===== src/rtl/core/tdp_pkg.sv =====
// ----------------------------------------------------------------------------
// tdp_pkg
// Shared types, constants and the control store for the trial division
// primality tester.
// ----------------------------------------------------------------------------
package tdp_pkg;

    localparam int DATA_WIDTH_DEF = 32;
    localparam int UPC_WIDTH      = 4;

    typedef logic [UPC_WIDTH-1:0] upc_t;

    // datapath action of one step
    typedef enum logic [2:0] {
        ACT_NONE,
        ACT_LOAD,
        ACT_DIV_INIT,
        ACT_DIV_STEP,
        ACT_ADVANCE,
        ACT_RES0,
        ACT_RES1,
        ACT_EMIT
    } act_t;

    // jump condition of one step
    typedef enum logic [3:0] {
        COND_ALWAYS,
        COND_IN_BEAT,
        COND_LT2,
        COND_LT4,
        COND_EVEN,
        COND_SQ_GT,
        COND_CNT_LAST,
        COND_REM_ZERO,
        COND_OUT_FREE
    } cond_t;

    // what happens when the condition is false
    typedef enum logic {
        FALL_NEXT,
        FALL_HOLD
    } fall_t;

    typedef struct packed {
        act_t  act;
        cond_t cond;
        upc_t  target;
        fall_t fall;
    } uword_t;

    // flags from the datapath to the sequencer
    typedef struct packed {
        logic lt2;
        logic lt4;
        logic even;
        logic sq_gt;
        logic cnt_last;
        logic rem_zero;
    } dp_status_t;

    localparam upc_t STEP_WAIT      = upc_t'(0);
    localparam upc_t STEP_LT2       = upc_t'(1);
    localparam upc_t STEP_LT4       = upc_t'(2);
    localparam upc_t STEP_EVEN      = upc_t'(3);
    localparam upc_t STEP_BOUND     = upc_t'(4);
    localparam upc_t STEP_DIV       = upc_t'(5);
    localparam upc_t STEP_REM_TEST  = upc_t'(6);
    localparam upc_t STEP_ADVANCE   = upc_t'(7);
    localparam upc_t STEP_NOT_PRIME = upc_t'(8);
    localparam upc_t STEP_PRIME     = upc_t'(9);
    localparam upc_t STEP_EMIT      = upc_t'(10);

    function automatic uword_t tdp_rom(input upc_t pc);
        uword_t w;
        begin
            w = '{act: ACT_NONE, cond: COND_ALWAYS, target: STEP_WAIT, fall: FALL_NEXT};
            unique case (pc)
                STEP_WAIT:
                    w = '{act: ACT_LOAD, cond: COND_IN_BEAT, target: STEP_LT2,
                          fall: FALL_HOLD};
                STEP_LT2:
                    w = '{act: ACT_NONE, cond: COND_LT2, target: STEP_NOT_PRIME,
                          fall: FALL_NEXT};
                STEP_LT4:
                    w = '{act: ACT_NONE, cond: COND_LT4, target: STEP_PRIME,
                          fall: FALL_NEXT};
                STEP_EVEN:
                    w = '{act: ACT_NONE, cond: COND_EVEN, target: STEP_NOT_PRIME,
                          fall: FALL_NEXT};
                STEP_BOUND:
                    w = '{act: ACT_DIV_INIT, cond: COND_SQ_GT, target: STEP_PRIME,
                          fall: FALL_NEXT};
                STEP_DIV:
                    w = '{act: ACT_DIV_STEP, cond: COND_CNT_LAST, target: STEP_REM_TEST,
                          fall: FALL_HOLD};
                STEP_REM_TEST:
                    w = '{act: ACT_NONE, cond: COND_REM_ZERO, target: STEP_NOT_PRIME,
                          fall: FALL_NEXT};
                STEP_ADVANCE:
                    w = '{act: ACT_ADVANCE, cond: COND_ALWAYS, target: STEP_BOUND,
                          fall: FALL_NEXT};
                STEP_NOT_PRIME:
                    w = '{act: ACT_RES0, cond: COND_ALWAYS, target: STEP_EMIT,
                          fall: FALL_NEXT};
                STEP_PRIME:
                    w = '{act: ACT_RES1, cond: COND_ALWAYS, target: STEP_EMIT,
                          fall: FALL_NEXT};
                STEP_EMIT:
                    w = '{act: ACT_EMIT, cond: COND_OUT_FREE, target: STEP_WAIT,
                          fall: FALL_HOLD};
                default:
                    w = '{act: ACT_NONE, cond: COND_ALWAYS, target: STEP_WAIT,
                          fall: FALL_NEXT};
            endcase
            return w;
        end
    endfunction

endpackage


===== src/rtl/core/trial_division_primality.sv =====
// ----------------------------------------------------------------------------
// trial_division_primality
// Reports whether a signed number is prime by trial division, run by a
// small microprogram over a bit-serial remainder datapath.
//
//   channel | valid     | stall     | payload
//   --------+-----------+-----------+-----------------------
//   in      | in_valid  | in_stall  | number (signed)
//   out     | out_valid | out_stall | is_prime
//
// values below 2 are rejected first, then two and three are accepted and
// even values rejected; each odd divisor tried takes a bound test on its
// square, a bit-serial division over all DATA_WIDTH bits of the number, a
// remainder test and, if it does not divide, a step to the next divisor.
// rst_n clears the step counter and the output beat.
// a new number is taken only in the wait step; a waiting result does not
// block the next beat in, and the program holds in its emit step while the
// output register is still full and stalled.
// ----------------------------------------------------------------------------
module trial_division_primality
    import tdp_pkg::*;
#(
    parameter int DATA_WIDTH = DATA_WIDTH_DEF
)
(
    input  logic                         clk,
    input  logic                         rst_n,
    input  logic                         in_valid,
    output logic                         in_stall,
    input  logic signed [DATA_WIDTH-1:0] number,
    output logic                         out_valid,
    input  logic                         out_stall,
    output logic                         is_prime
);

    upc_t       pc_reg, pc_next;
    logic       res_reg, res_next;
    logic       out_valid_reg, out_valid_next;
    logic       is_prime_reg, is_prime_next;
    uword_t     ctrl;
    dp_status_t status;
    logic       in_beat;
    logic       out_free;
    logic       cond_true;

    assign ctrl     = tdp_rom(pc_reg);
    assign in_stall = (ctrl.act != ACT_LOAD);
    assign in_beat  = in_valid && !in_stall;
    assign out_free = !out_valid_reg || !out_stall;

    tdp_datapath #(
        .DATA_WIDTH (DATA_WIDTH)
    ) u_datapath (
        .clk    (clk),
        .load   (in_beat),
        .act    (ctrl.act),
        .number (number),
        .status (status)
    );

    always_comb
    begin
        unique case (ctrl.cond)
            COND_ALWAYS:   cond_true = 1'b1;
            COND_IN_BEAT:  cond_true = in_beat;
            COND_LT2:      cond_true = status.lt2;
            COND_LT4:      cond_true = status.lt4;
            COND_EVEN:     cond_true = status.even;
            COND_SQ_GT:    cond_true = status.sq_gt;
            COND_CNT_LAST: cond_true = status.cnt_last;
            COND_REM_ZERO: cond_true = status.rem_zero;
            COND_OUT_FREE: cond_true = out_free;
            default:       cond_true = 1'b1;
        endcase
    end

    always_comb
    begin
        priority if (cond_true)
            pc_next = ctrl.target;
        else if (ctrl.fall == FALL_HOLD)
            pc_next = pc_reg;
        else
            pc_next = pc_reg + upc_t'(1);
    end

    always_comb
    begin
        res_next = res_reg;
        if (ctrl.act == ACT_RES0)
            res_next = 1'b0;
        else if (ctrl.act == ACT_RES1)
            res_next = 1'b1;
    end

    always_comb
    begin
        out_valid_next = out_valid_reg;
        is_prime_next  = is_prime_reg;
        priority if (ctrl.act == ACT_EMIT && out_free)
        begin
            out_valid_next = 1'b1;
            is_prime_next  = res_reg;
        end
        else if (out_valid_reg && !out_stall)
            out_valid_next = 1'b0;
    end

    always_ff @(posedge clk or negedge rst_n)
    begin
        if (!rst_n)
        begin
            pc_reg        <= STEP_WAIT;
            out_valid_reg <= 1'b0;
        end
        else
        begin
            pc_reg        <= pc_next;
            out_valid_reg <= out_valid_next;
        end
    end

    always_ff @(posedge clk)
    begin
        res_reg      <= res_next;
        is_prime_reg <= is_prime_next;
    end

    assign out_valid = out_valid_reg;
    assign is_prime  = is_prime_reg;

endmodule


===== src/rtl/core/tdp_datapath.sv =====
// ----------------------------------------------------------------------------
// tdp_datapath
// Operand, divisor, square and bit-serial remainder registers driven by the
// control word of the sequencer.
// ----------------------------------------------------------------------------
module tdp_datapath
    import tdp_pkg::*;
#(
    parameter int DATA_WIDTH = DATA_WIDTH_DEF
)
(
    input  logic                  clk,
    input  logic                  load,
    input  act_t                  act,
    input  logic [DATA_WIDTH-1:0] number,
    output dp_status_t            status
);

    localparam int DW = DATA_WIDTH / 2 + 2;
    localparam int SW = DATA_WIDTH + 2;
    localparam int CW = $clog2(DATA_WIDTH);

    logic [DATA_WIDTH-1:0] n_reg,   n_next;
    logic [DW-1:0]         d_reg,   d_next;
    logic [SW-1:0]         sq_reg,  sq_next;
    logic [DW-1:0]         rem_reg, rem_next;
    logic [DATA_WIDTH-1:0] q_reg,   q_next;
    logic [CW-1:0]         cnt_reg, cnt_next;

    logic [DW:0]   trial;
    logic [DW:0]   diff;
    logic          fits;
    logic [DW-1:0] rem_step;
    logic [SW-1:0] sq_step;

    always_comb
    begin
        trial    = {rem_reg, q_reg[DATA_WIDTH-1]};
        fits     = trial >= {1'b0, d_reg};
        diff     = trial - {1'b0, d_reg};
        rem_step = fits ? diff[DW-1:0] : trial[DW-1:0];
        // (d+2)^2 = d^2 + 4d + 4
        sq_step  = sq_reg + SW'({d_reg, 2'b00}) + SW'(4);
    end

    always_comb
    begin
        n_next   = n_reg;
        d_next   = d_reg;
        sq_next  = sq_reg;
        rem_next = rem_reg;
        q_next   = q_reg;
        cnt_next = cnt_reg;
        unique case (act)
            ACT_LOAD:
            begin
                if (load)
                begin
                    n_next  = number;
                    d_next  = DW'(3);
                    sq_next = SW'(9);
                end
            end
            ACT_DIV_INIT:
            begin
                rem_next = '0;
                q_next   = n_reg;
                cnt_next = CW'(DATA_WIDTH - 1);
            end
            ACT_DIV_STEP:
            begin
                rem_next = rem_step;
                q_next   = {q_reg[DATA_WIDTH-2:0], 1'b0};
                cnt_next = cnt_reg - CW'(1);
            end
            ACT_ADVANCE:
            begin
                d_next  = d_reg + DW'(2);
                sq_next = sq_step;
            end
            ACT_NONE, ACT_RES0, ACT_RES1, ACT_EMIT:
            begin
            end
            default:
            begin
            end
        endcase
    end

    always_ff @(posedge clk)
    begin
        n_reg   <= n_next;
        d_reg   <= d_next;
        sq_reg  <= sq_next;
        rem_reg <= rem_next;
        q_reg   <= q_next;
        cnt_reg <= cnt_next;
    end

    always_comb
    begin
        status.lt2      = n_reg[DATA_WIDTH-1] || (n_reg[DATA_WIDTH-1:1] == '0);
        status.lt4      = (n_reg[DATA_WIDTH-1:2] == '0);
        status.even     = !n_reg[0];
        status.sq_gt    = sq_reg > SW'(n_reg);
        status.cnt_last = (cnt_reg == '0);
        status.rem_zero = (rem_reg == '0);
    end

endmodule

===== config.mk =====
export PLATFORM = sky130hd
export DESIGN_NAME = trial_division_primality
export DESIGN_NICKNAME = d
export VERILOG_FILES = /design/src/rtl/core/tdp_pkg.sv /design/src/rtl/core/trial_division_primality.sv /design/src/rtl/core/tdp_datapath.sv
export SDC_FILE = /design/constraint.sdc
export NUM_CORES = 1
export LEC_CHECK = 0
export BUFFER_PORTS_ARGS = -buffer_cell sky130_fd_sc_hd__buf_2
export CORE_UTILIZATION = 57
export DETAILED_ROUTE_END_ITERATION = 6
export HOLD_SLACK_MARGIN = 0.1
export PLACE_DENSITY = 0.78
export SYNTH_ARGS = -nofsm -noshare
export SYNTH_HDL_FRONTEND = slang
export SYNTH_SLANG_ARGS = --single-unit

===== constraint.sdc =====
create_clock -name clk -period 4.1 [get_ports clk]
set_input_delay 0.82 -clock clk [delete_from_list [all_inputs] [get_ports clk]]
set_output_delay 0.82 -clock clk [all_outputs]
set_load 0.005 [all_outputs]

==> flow_metrics.env, run 1 <==
export IMPL_num_rows=45
export IMPL_die_w_um=127
export IMPL_htree_levels=4
export IMPL_drc_errors=0
export IMPL_synth_distinct_cells=73
export IMPL_hpwl_um=14100
export IMPL_synthAdderAreaFrac_pct=13.1
export IMPL_synth_compound_area_share_pct=13.5
export IMPL_cts_root_buffer_cell="clkbuf_16"
export IMPL_synth_xor_area_share_pct=5.30
export IMPL_met1_usage_pct=33.1
export IMPL_maxSlewViolCount=0
export IMPL_drt_pass1_iterations=6
export IMPL_coreArea_mm2=0.0152
export IMPL_synth_cells=854
export IMPL_tns_ps=0
export IMPL_syn2layout_area_growth_pct=11.0
export IMPL_cp_top_family="compound AO/OA/AOI/OAI gates"
export IMPL_synth_edf_count=136
export IMPL_insertion_delay_ps=440
export IMPL_syn_area_per_cell_um2=10.4
export IMPL_synth_simple_area_share_pct=14.7
export IMPL_synth_top_family_by_area="simple AND/OR/NAND/NOR gates"
export IMPL_cp_arrival_ps=3540
export IMPL_maxCapViolCount=0
export IMPL_gp_congestion=0.933
export IMPL_setup_ws_ps=716
export IMPL_grt_pass1_wl_um=31100
export IMPL_yosysSeqAreaShare_pct=47.5
export IMPL_grt_busiest_layer="met2"
export IMPL_path_buf_inv=0
export IMPL_place_ws_ps=742
export IMPL_grt_util_met2_pct=42.6
export IMPL_path_max_fanout=13
export IMPL_cpMostUsedCell="ha_1"
export IMPL_regArea_mm2=0.00423
export IMPL_rsz0062_at_grt="no"
export IMPL_crit_type="reg2reg"
export IMPL_finalHoldViolations=0
export IMPL_cts_tree="done"
export IMPL_synth_flop_cell="edfxtp_1"
export IMPL_synth_nets=982
export IMPL_cts_buffers=17
export IMPL_io_buffers=38
export IMPL_required_ps=4250
export IMPL_finalCriticalPeriod_ps=3380
export IMPL_clock_skew_ps=14.3
export IMPL_grt_usage_pct=25.3
export IMPL_multi_input_area_mm2=0.00433
export IMPL_cts_sinks=142
export IMPL_cts_setup_buffers=0
export IMPL_grt_pass1_vias=6286
export IMPL_grt_max_degree=56
export IMPL_postCtsHoldBufs=0
export IMPL_clkSlewWorstSetupHoldPaths_ps=60
export IMPL_fillers=1184
export IMPL_crit_slowest_cell="a31oi_1"
export IMPL_start_util_pct=58.6
export IMPL_cp_start_kind="flop"
export IMPL_min_path_type="in2async"
export IMPL_num_vias=6417
export IMPL_diodes=0
export IMPL_drive_gt1_share_pct=10.7
export IMPL_synth_mux_area_fraction_pct=1.95
export IMPL_yosysWarnings=0
export IMPL_endpoint_kind="flop"
export IMPL_finish_instance_area_mm2=0.00989
export IMPL_globalRouteOverflowTotal=0
export IMPL_fmax_mhz=296
export IMPL_tightestPinTransition_ps=959
export IMPL_synthArstFlopShare_pct=3.52
export IMPL_synth_area_mm2=0.00891
export IMPL_drtAntennaViolNets=0
export IMPL_via_per_inst=5.85
export IMPL_antenna_found_initial=0
export IMPL_die_y_um=127
export IMPL_wl_um=19200
export IMPL_cp_cell_sequence="ha_1 -> ha_1 -> and2b_1 -> o31a_1 -> o21bai_1 -> o21a_1 -> o21ai_2 -> a31oi_1 -> or3_1 -> a21oi_1"
export IMPL_slew_headroom_pct=35.8
export IMPL_clockBufferDepth=2
export IMPL_status="finished, final reports clean"
export IMPL_ys_seq_elements=142
export IMPL_dr_first_iter_drc_count=556
export IMPL_cts_resized_gates=0
export IMPL_cp_slowest_stage_delay_ps=730
export IMPL_wl_per_cell_um=17.5
export IMPL_dpl_cell_area_mm2=0.00931
export IMPL_setup_viol=0
export IMPL_die_area_mm2=0.0161
export IMPL_use_met3_pct=4.82
export IMPL_fin_nets=1023
export IMPL_min_period_over_period_pct=82.5
export IMPL_ios=39
-- kinds of logic (layout without fill, tap and decap cells) --
logic type | Yosys count | in the layout
flops | 142 | 142
fa+ha+maj | 92 | 92
mux | 17 | 17
compound gates | 191 | 191
xor+xnor | 53 | 53
simple gates | 272 | 272
buf+inv | 87 | 141
-- worst reg2reg max path, delay by kind of cell (launching register included) --
family,cells,cell delay [ps]
and+or+nand+nor,2,410
adders and majority gates,2,660
DFF,1,490
AOI/OAI and AO/OA,6,1530
-- through the flow --
stage	std cells	utilization, %	hold slack, ps
floorplan	854	-	431
global placement	1064	61.2	490
detailed placement	1064	61.2	496
CTS	1096	65.1	179
global route	1096	65.1	195
finish	1096	65.1	192
-- synthesized netlist by cell type (4+ instances only) --
| master | number | area [um^2] |
|---|---|---|
| xnor2_1 | 41 | 359 |
| o21bai_1 | 5 | 37.5 |
| edfxtp_1 | 136 | 4080 |
| o22ai_1 | 5 | 31.3 |
| or3_1 | 8 | 50.1 |
| xor2_1 | 11 | 96.3 |
| a21o_1 | 11 | 82.6 |
| nand3_1 | 15 | 75.1 |
| nor4_1 | 13 | 81.3 |
| nor2_1 | 71 | 267 |
| mux2i_1 | 14 | 140 |
| nand2_1 | 96 | 360 |
| clkbuf_1 | 13 | 48.8 |
| buf_2 | 4 | 20.0 |
| nor3_1 | 13 | 65.1 |
| and3_1 | 7 | 43.8 |
| o21ai_0 | 59 | 295 |
| inv_1 | 64 | 240 |
| nand4_1 | 15 | 93.8 |
| or4_1 | 6 | 45.0 |
| o211ai_1 | 7 | 52.6 |
| nor2b_1 | 4 | 25.0 |
| a21oi_1 | 55 | 275 |
| a211oi_1 | 11 | 82.6 |
| o21a_1 | 4 | 30.0 |
| dfrtp_1 | 5 | 125 |
| ha_1 | 90 | 1130 |
| nand2b_1 | 6 | 37.5 |
-- routing by layer --
layer  part of all wire (%)  vias up
met2                     49      157
li1                       -     3220
met4                    1.6        0
met3                    5.5       21
met5                      0        -
met1                     44     3019
-- cell type report --
class / count / share of cell area [%]
tap: 188 / 2.38
multi-input combinational: 625 / 43.8
timing repair buffer: 45 / 2.71
clock buffer: 18 / 4.34
clock inverter: 14 / 1.57
sequential: 142 / 42.8
inverter: 64 / 2.43
-- placed cells by master, fill, tap and decap left out, drive strengths merged, types with 5 or more instances in the layout --
cell type,synthesis,routed
nand2,96,96
o21ai,64,64
xor2,12,12
o211ai,8,8
inv,64,70
nor3,14,14
nand4,16,16
a21oi,56,56
nor4,15,15
xnor2,41,41
edfxtp,136,136
buf,10,45
clkinv,0,5
mux2i,14,14
nand2b,6,6
or4,6,6
ha,90,90
a211oi,11,11
nor2,71,71
a21o,11,11
o21bai,5,5
dfrtp,5,5
nand3,15,15
and3,7,7
clkbuf,13,18
o22ai,5,5
or3,8,8
-- final timing paths --
check,from,end,slack [ps],depth (start not counted)
setup / recovery,u_datapath.d_reg[3],u_datapath.sq_reg[29],720,10
hold / removal,rst_n,pc_reg[2],190,1
setup reg to reg,u_datapath.d_reg[3],u_datapath.sq_reg[29],720,10
hold reg to reg,u_datapath.q_reg[1],u_datapath.q_reg[2],520,2
max in group asynchronous,rst_n,pc_reg[0],3780,1
min in group clk,u_datapath.q_reg[1],u_datapath.q_reg[2],520,2
Power of run 1 is left out: the tool's default activity adds up to more than one toggle a clock period on the data nets, which glitch-free logic cannot reach.
==> run 2: changes to the inputs <==
CORE_UTILIZATION = 63   (was 57)
PLACE_DENSITY = 0.81   (was 0.78)
clock period = 3.44 ns   (was 4.1 ns; I/O delays follow)
==> flow_metrics.env, run 2 (synthesis results as in run 1) <==
export IMPL_status="finished, final reports clean"
export IMPL_insertion_delay_ps=440
export IMPL_antenna_found_initial=0
export IMPL_maxCapViolCount=0
export IMPL_final_common_cell="edfxtp_1"
export IMPL_finish_instance_area_mm2=0.00996
export IMPL_dr_first_iter_drc_count=681
export IMPL_worstReg2RegStart="u_datapath.sq_reg[3]"
export IMPL_min_period_over_period_pct=94.9
export IMPL_cts_sinks=142
export IMPL_drc_errors=0
export IMPL_tightestPinTransition_ps=691
export IMPL_crit_slowest_cell="or3_1"
export IMPL_required_ps=3710
export IMPL_final_cell_mix="136 x edfxtp_1, 95 x nand2_1, 90 x ha_1, 70 x nor2_1, 64 x inv_1"
export IMPL_drtAntennaViolNets=0
export IMPL_cts_root_buffer_cell="clkbuf_16"
export IMPL_reg2regPathDepth=11
export IMPL_rr_endpoint="u_datapath.sq_reg[29]"
export IMPL_path_max_fanout=13
export IMPL_diodes=0
export IMPL_endpoint_kind="flop"
export IMPL_grt_pass1_wl_um=33800
export IMPL_tns_ps=0
export IMPL_slew_headroom_pct=53.9
export IMPL_wl_per_cell_um=19.0
export IMPL_clkSlewWorstSetupHoldPaths_ps=70
export IMPL_setup_viol=0
export IMPL_start_util_pct=64.4
export IMPL_clock_skew_ps=10.6
export IMPL_fmax_mhz=306
export IMPL_grt_max_degree=45
export IMPL_hp_start="number[25]"
export IMPL_clockBufferDepth=2
export IMPL_grt_usage_pct=30.1
export IMPL_via_per_inst=6.34
export IMPL_fillers=959
export IMPL_coreArea_mm2=0.0138
export IMPL_rsz0062_at_grt="no"
export IMPL_min_path_type="in2reg"
export IMPL_cp_start_kind="flop"
export IMPL_die_y_um=121
export IMPL_die_w_um=121
export IMPL_drive_gt1_share_pct=11.7
export IMPL_wl_um=20900
export IMPL_cts_buffers=17
export IMPL_drt_pass1_iterations=5
export IMPL_io_buffers=38
export IMPL_hpwl_um=15200
export IMPL_cts_tree="done"
export IMPL_whs_path_depth=1
export IMPL_ios=39
export IMPL_cp_arrival_ps=3540
export IMPL_cp_cell_sequence="ha_1 -> inv_1 -> fa_1 -> and2b_1 -> o31a_1 -> o21bai_1 -> o21a_1 -> o21ai_2 -> a31oi_2 -> or3_1 -> a21oi_1"
export IMPL_htree_levels=4
export IMPL_num_rows=43
export IMPL_fin_nets=1033
export IMPL_finalHoldViolations=0
export IMPL_cp_slowest_stage_delay_ps=430
export IMPL_hold_end="u_datapath.n_reg[25]"
export IMPL_dpl_cell_area_mm2=0.00938
export IMPL_syn2layout_area_growth_pct=11.9
export IMPL_crit_type="reg2reg"
export IMPL_grt_pass1_vias=6987
export IMPL_globalRouteOverflowTotal=0
export IMPL_regToRegSetupSlack_ps=170
export IMPL_maxSlewViolCount=0
export IMPL_gp_congestion=0.953
export IMPL_num_vias=6952
export IMPL_finalCriticalPeriod_ps=3270
export IMPL_die_area_mm2=0.0146
## run 2: changes by cell type in the layout (fill, tap and decap cells not counted), sizes merged
cell	previous run	this run
buf	45	54
clkinv	5	1
inv	70	74
bufinv	2	1
clkbuf	18	17
clkinvlp	1	2
dlygate4sd3	0	1
## run 2: layout make-up
| type | count | area [um^2] | share of cell area (%) |
|---|---|---|---|
| clock inverters | 14 | 146 | 1.47 |
| repair buffers | 55 | 358 | 3.59 |
| inverters | 64 | 240 | 2.41 |
| flip-flops and latches | 142 | 4230 | 42.4 |
| multi-input cells | 625 | 4340 | 43.6 |
| clock buffers | 17 | 425 | 4.27 |
| well taps | 180 | 225 | 2.26 |
## run 2: through the flow
stage / cells / setup slack [ps] / utilization [%] / hold slack, ps
after global routing: 1097 / 38.4 / 72.1 / 410
final: 1097 / 175 / 72.1 / 424
after floorplan: 854 / 110 / - / 392
after detailed placement: 1065 / 119 / 67.8 / 462
after global placement: 1065 / 274 / 67.8 / 455
after CTS: 1097 / 72.7 / 72.0 / 416
## run 2: critical path: cells and delay by family (launching register included)
family,cells,cell delay (ps)
AND/OR/NAND/NOR,2,670
adder cells (fa/ha/maj),2,780
AO/OA/AOI/OAI,6,1150
buffers and inverters,1,80
flip-flops,1,410
## run 2: routing by layer
| metal | vias up | part of all wire [%] | global-route usage, % |
|---|---|---|---|
| met5 | - | 0 | 0 |
| met4 | 0 | 3.0 | 13.8 |
| met3 | 66 | 5.8 | 6.06 |
| met2 | 290 | 50 | 50.8 |
| met1 | 3367 | 41 | 37.1 |
| li1 | 3229 | - | - |
## run 2: worst max-delay path by stage
stage	startpoint	end	slack, ps	cells past startpoint
after floorplan	pc_reg[0]	u_datapath.d_reg[10]	110	8
final	u_datapath.sq_reg[3]	u_datapath.sq_reg[29]	170	11
after global routing	u_datapath.sq_reg[3]	u_datapath.sq_reg[27]	40	11
after detailed placement	u_datapath.sq_reg[3]	u_datapath.sq_reg[29]	120	11
after CTS	u_datapath.d_reg[11]	u_datapath.sq_reg[29]	70	10
after global placement	u_datapath.sq_reg[3]	u_datapath.sq_reg[31]	270	11
## run 2: timing repair
action	CTS	global route
endpoints found under the setup margin	0	7
gates resized for setup	0	1
hold buffers	1	0
setup buffers	0	0
endpoints found under the hold margin	5	0
Power of run 2 is left out for the same reason.
==> run 3: changes to the inputs <==
ABC_AREA = 1   (was not set)
==> flow_metrics.env, run 3 <==
export IMPL_required_ps=2750
export IMPL_maxSlewViolCount=0
export IMPL_maxCapViolCount=0
export IMPL_synth_area_mm2=0.00933
export IMPL_power_static_leakage_nw=4.78
export IMPL_grt_max_degree=56
export IMPL_path_max_fanout=8
export IMPL_postCtsHoldBufs=1
export IMPL_status="finished, final reports clean"
export IMPL_pwr_density_cell_mw_per_mm2=370
export IMPL_tns_ps=0
export IMPL_yosysSeqAreaShare_pct=45.3
export IMPL_io_buffers=38
export IMPL_yosysWarnings=0
export IMPL_grt_usage_pct=29.9
export IMPL_netlist_top_cells_count="215 x nand2_1, 136 x edfxtp_1, 127 x inv_1"
export IMPL_drive_gt1_share_pct=9.53
export IMPL_min_path_type="in2reg"
export IMPL_rsz0062_at_grt="no"
export IMPL_synth_cells=1062
export IMPL_setup_ws_ps=538
export IMPL_grt_pass1_wl_um=34500
export IMPL_cp_start_kind="flop"
export IMPL_num_rows=44
export IMPL_coreArea_mm2=0.0145
export IMPL_multi_input_area_mm2=0.00448
export IMPL_fin_util_pct=71.4
export IMPL_finalHoldViolations=0
export IMPL_yosysMostFrequentCell="nand2_1"
export IMPL_synth_nets=1190
export IMPL_cp_cell_sequence="inv_1 -> ha_1 -> inv_1 -> o21ai_4 -> inv_2 -> nand2_1 -> inv_2 -> nand2_1 -> buf_2"
export IMPL_syn2layout_area_growth_pct=10.9
export IMPL_via_per_inst=5.86
export IMPL_place_ws_ps=623
export IMPL_endpoint_kind="primary output"
export IMPL_drc_errors=0
export IMPL_crit_slowest_cell="dfrtp_1"
export IMPL_ys_seq_elements=142
export IMPL_drt_pass1_iterations=7
export IMPL_htree_levels=4
export IMPL_wl_per_cell_um=16.4
export IMPL_fmax_mhz=345
export IMPL_cp_slowest_stage_delay_ps=460
export IMPL_globalRouteOverflowTotal=0
export IMPL_cts_setup_buffers=0
export IMPL_final_common_cell="nand2_1"
export IMPL_synth_flop_cell="edfxtp_1"
export IMPL_yosys_top_cells_area="edfxtp_1 44%, ha_1 12%, nand2_1 8.6%, a21oi_1 5.4%, inv_1 5.1%"
export IMPL_synth_top_area_cell="edfxtp_1"
export IMPL_syn_area_per_cell_um2=8.79
export IMPL_ios=39
export IMPL_hpwl_um=15800
export IMPL_synthArstFlopShare_pct=3.52
export IMPL_cts_root_buffer_cell="clkbuf_16"
export IMPL_die_area_mm2=0.0153
export IMPL_cts_buffers=17
export IMPL_drtAntennaViolNets=0
export IMPL_dr_first_iter_drc_count=753
export IMPL_synth_distinct_cells=46
export IMPL_final_cell_mix="214 x nand2_1, 136 x edfxtp_1, 127 x inv_1, 106 x nor2_1, 100 x a21oi_1"
export IMPL_grt_pass1_vias=7177
export IMPL_vdd_drop_max_mv=0.359
export IMPL_min_period_over_period_pct=84.3
export IMPL_worstReg2RegStart="u_datapath.d_reg[12]"
export IMPL_clkSlewWorstSetupHoldPaths_ps=60
export IMPL_setup_viol=0
export IMPL_cp_arrival_ps=2210
export IMPL_gp_congestion=0.912
export IMPL_tightestPinTransition_ps=733
export IMPL_regArea_mm2=0.00423
export IMPL_setup_worst_path_start="pc_reg[0]"
export IMPL_synth_edf_count=136
export IMPL_slew_headroom_pct=51.1
export IMPL_finalCriticalPeriod_ps=2900
export IMPL_cts_resized_gates=0
export IMPL_crit_type="reg2out"
export IMPL_fin_nets=1238
export IMPL_insertion_delay_ps=430
export IMPL_diodes=0
export IMPL_synth_top_area_share_pct=43.8
export IMPL_die_w_um=124
export IMPL_cts_sinks=142
export IMPL_fillers=1088
export IMPL_hp_start="number[17]"
export IMPL_wl_um=21500
export IMPL_start_util_pct=64.4
export IMPL_clockBufferDepth=2
export IMPL_num_vias=7661
export IMPL_die_y_um=124
export IMPL_cts_tree="done"
export IMPL_clock_skew_ps=7.12
export IMPL_antenna_found_initial=0
run 3: cell count changes after synthesis, moves of 24 or more:
cell and change:
inv_1 +63, nand3_1 +24, xnor2_1 -30, nand2_1 +119
a21oi_1 +45, nor2_1 +35, o21ai_0 +30
run 3: cells by family (layout without fill, tap and decap cells):
logic type	after synthesis	after routing	synth area share [%]
AND/OR/NAND/NOR	416	416	19.4
XOR/XNOR	27	27	2.62
AO/OA/AOI/OAI	233	233	13.5
buffers and inverters	152	213	6.65
adder cells (fa/ha/maj)	92	92	12.5
flip-flops	142	142	45.3
run 3: cell type report:
cell class | count | area share (%)
flip-flops and latches | 142 | 40.9
repair buffers | 47 | 2.76
clock inverters | 13 | 1.74
inverters | 134 | 4.86
well taps | 184 | 2.23
multi-input cells | 768 | 43.3
clock buffers | 19 | 4.19
run 3: routing by layer:
metal	routed length (um)	GRT usage, %	vias up
met3	1260	5.27	52
met1	8990	37.9	3580
met5	0	0	-
li1	-	-	3743
met4	737	13.6	0
met2	10500	49.9	286
run 3: power by group:
group	leakage [nW]	switching (mW)	internal (mW)
combinational	3.04	0.00723	0.0144
sequential	1.44	0.0000000000000000335	1.87
clock	0.293	0.777	1.16
total	4.78	0.784	3.05
run 3: stage by stage:
stage | hold WS (ps) | std cells | instance area (um^2) | power (mW)
floorplan | 392 | 1062 | 9330 | 1.91
global placement | 421 | 1274 | 9720 | 1.93
detailed placement | 439 | 1274 | 9720 | 1.93
CTS | 419 | 1307 | 10300 | 3.84
global route | 413 | 1307 | 10300 | 3.91
finish | 426 | 1307 | 10300 | 3.83
run 3: final timing paths:
| path | to | slack, ps | cells after the start |
|---|---|---|---|
| setup reg to reg | u_datapath.rem_reg[14] | 590 | 8 |
| setup / recovery | in_stall | 540 | 9 |
| hold / removal | u_datapath.n_reg[17] | 430 | 1 |
| max in group asynchronous | out_valid | 2710 | 2 |
| min in group asynchronous | pc_reg[2] | 600 | 2 |
| hold reg to reg | is_prime | 470 | 0 |
run 3: worst max-delay path, delay by kind of cell (launching register included):
| kind | cells | cell delay [ps] |
|---|---|---|
| buffers and inverters | 5 | 560 |
| and+or+nand+nor | 2 | 130 |
| adders and majority gates | 1 | 410 |
| AOI/OAI and AO/OA | 1 | 220 |
| DFF | 1 | 460 |
(Power assumes the default switching activity.)
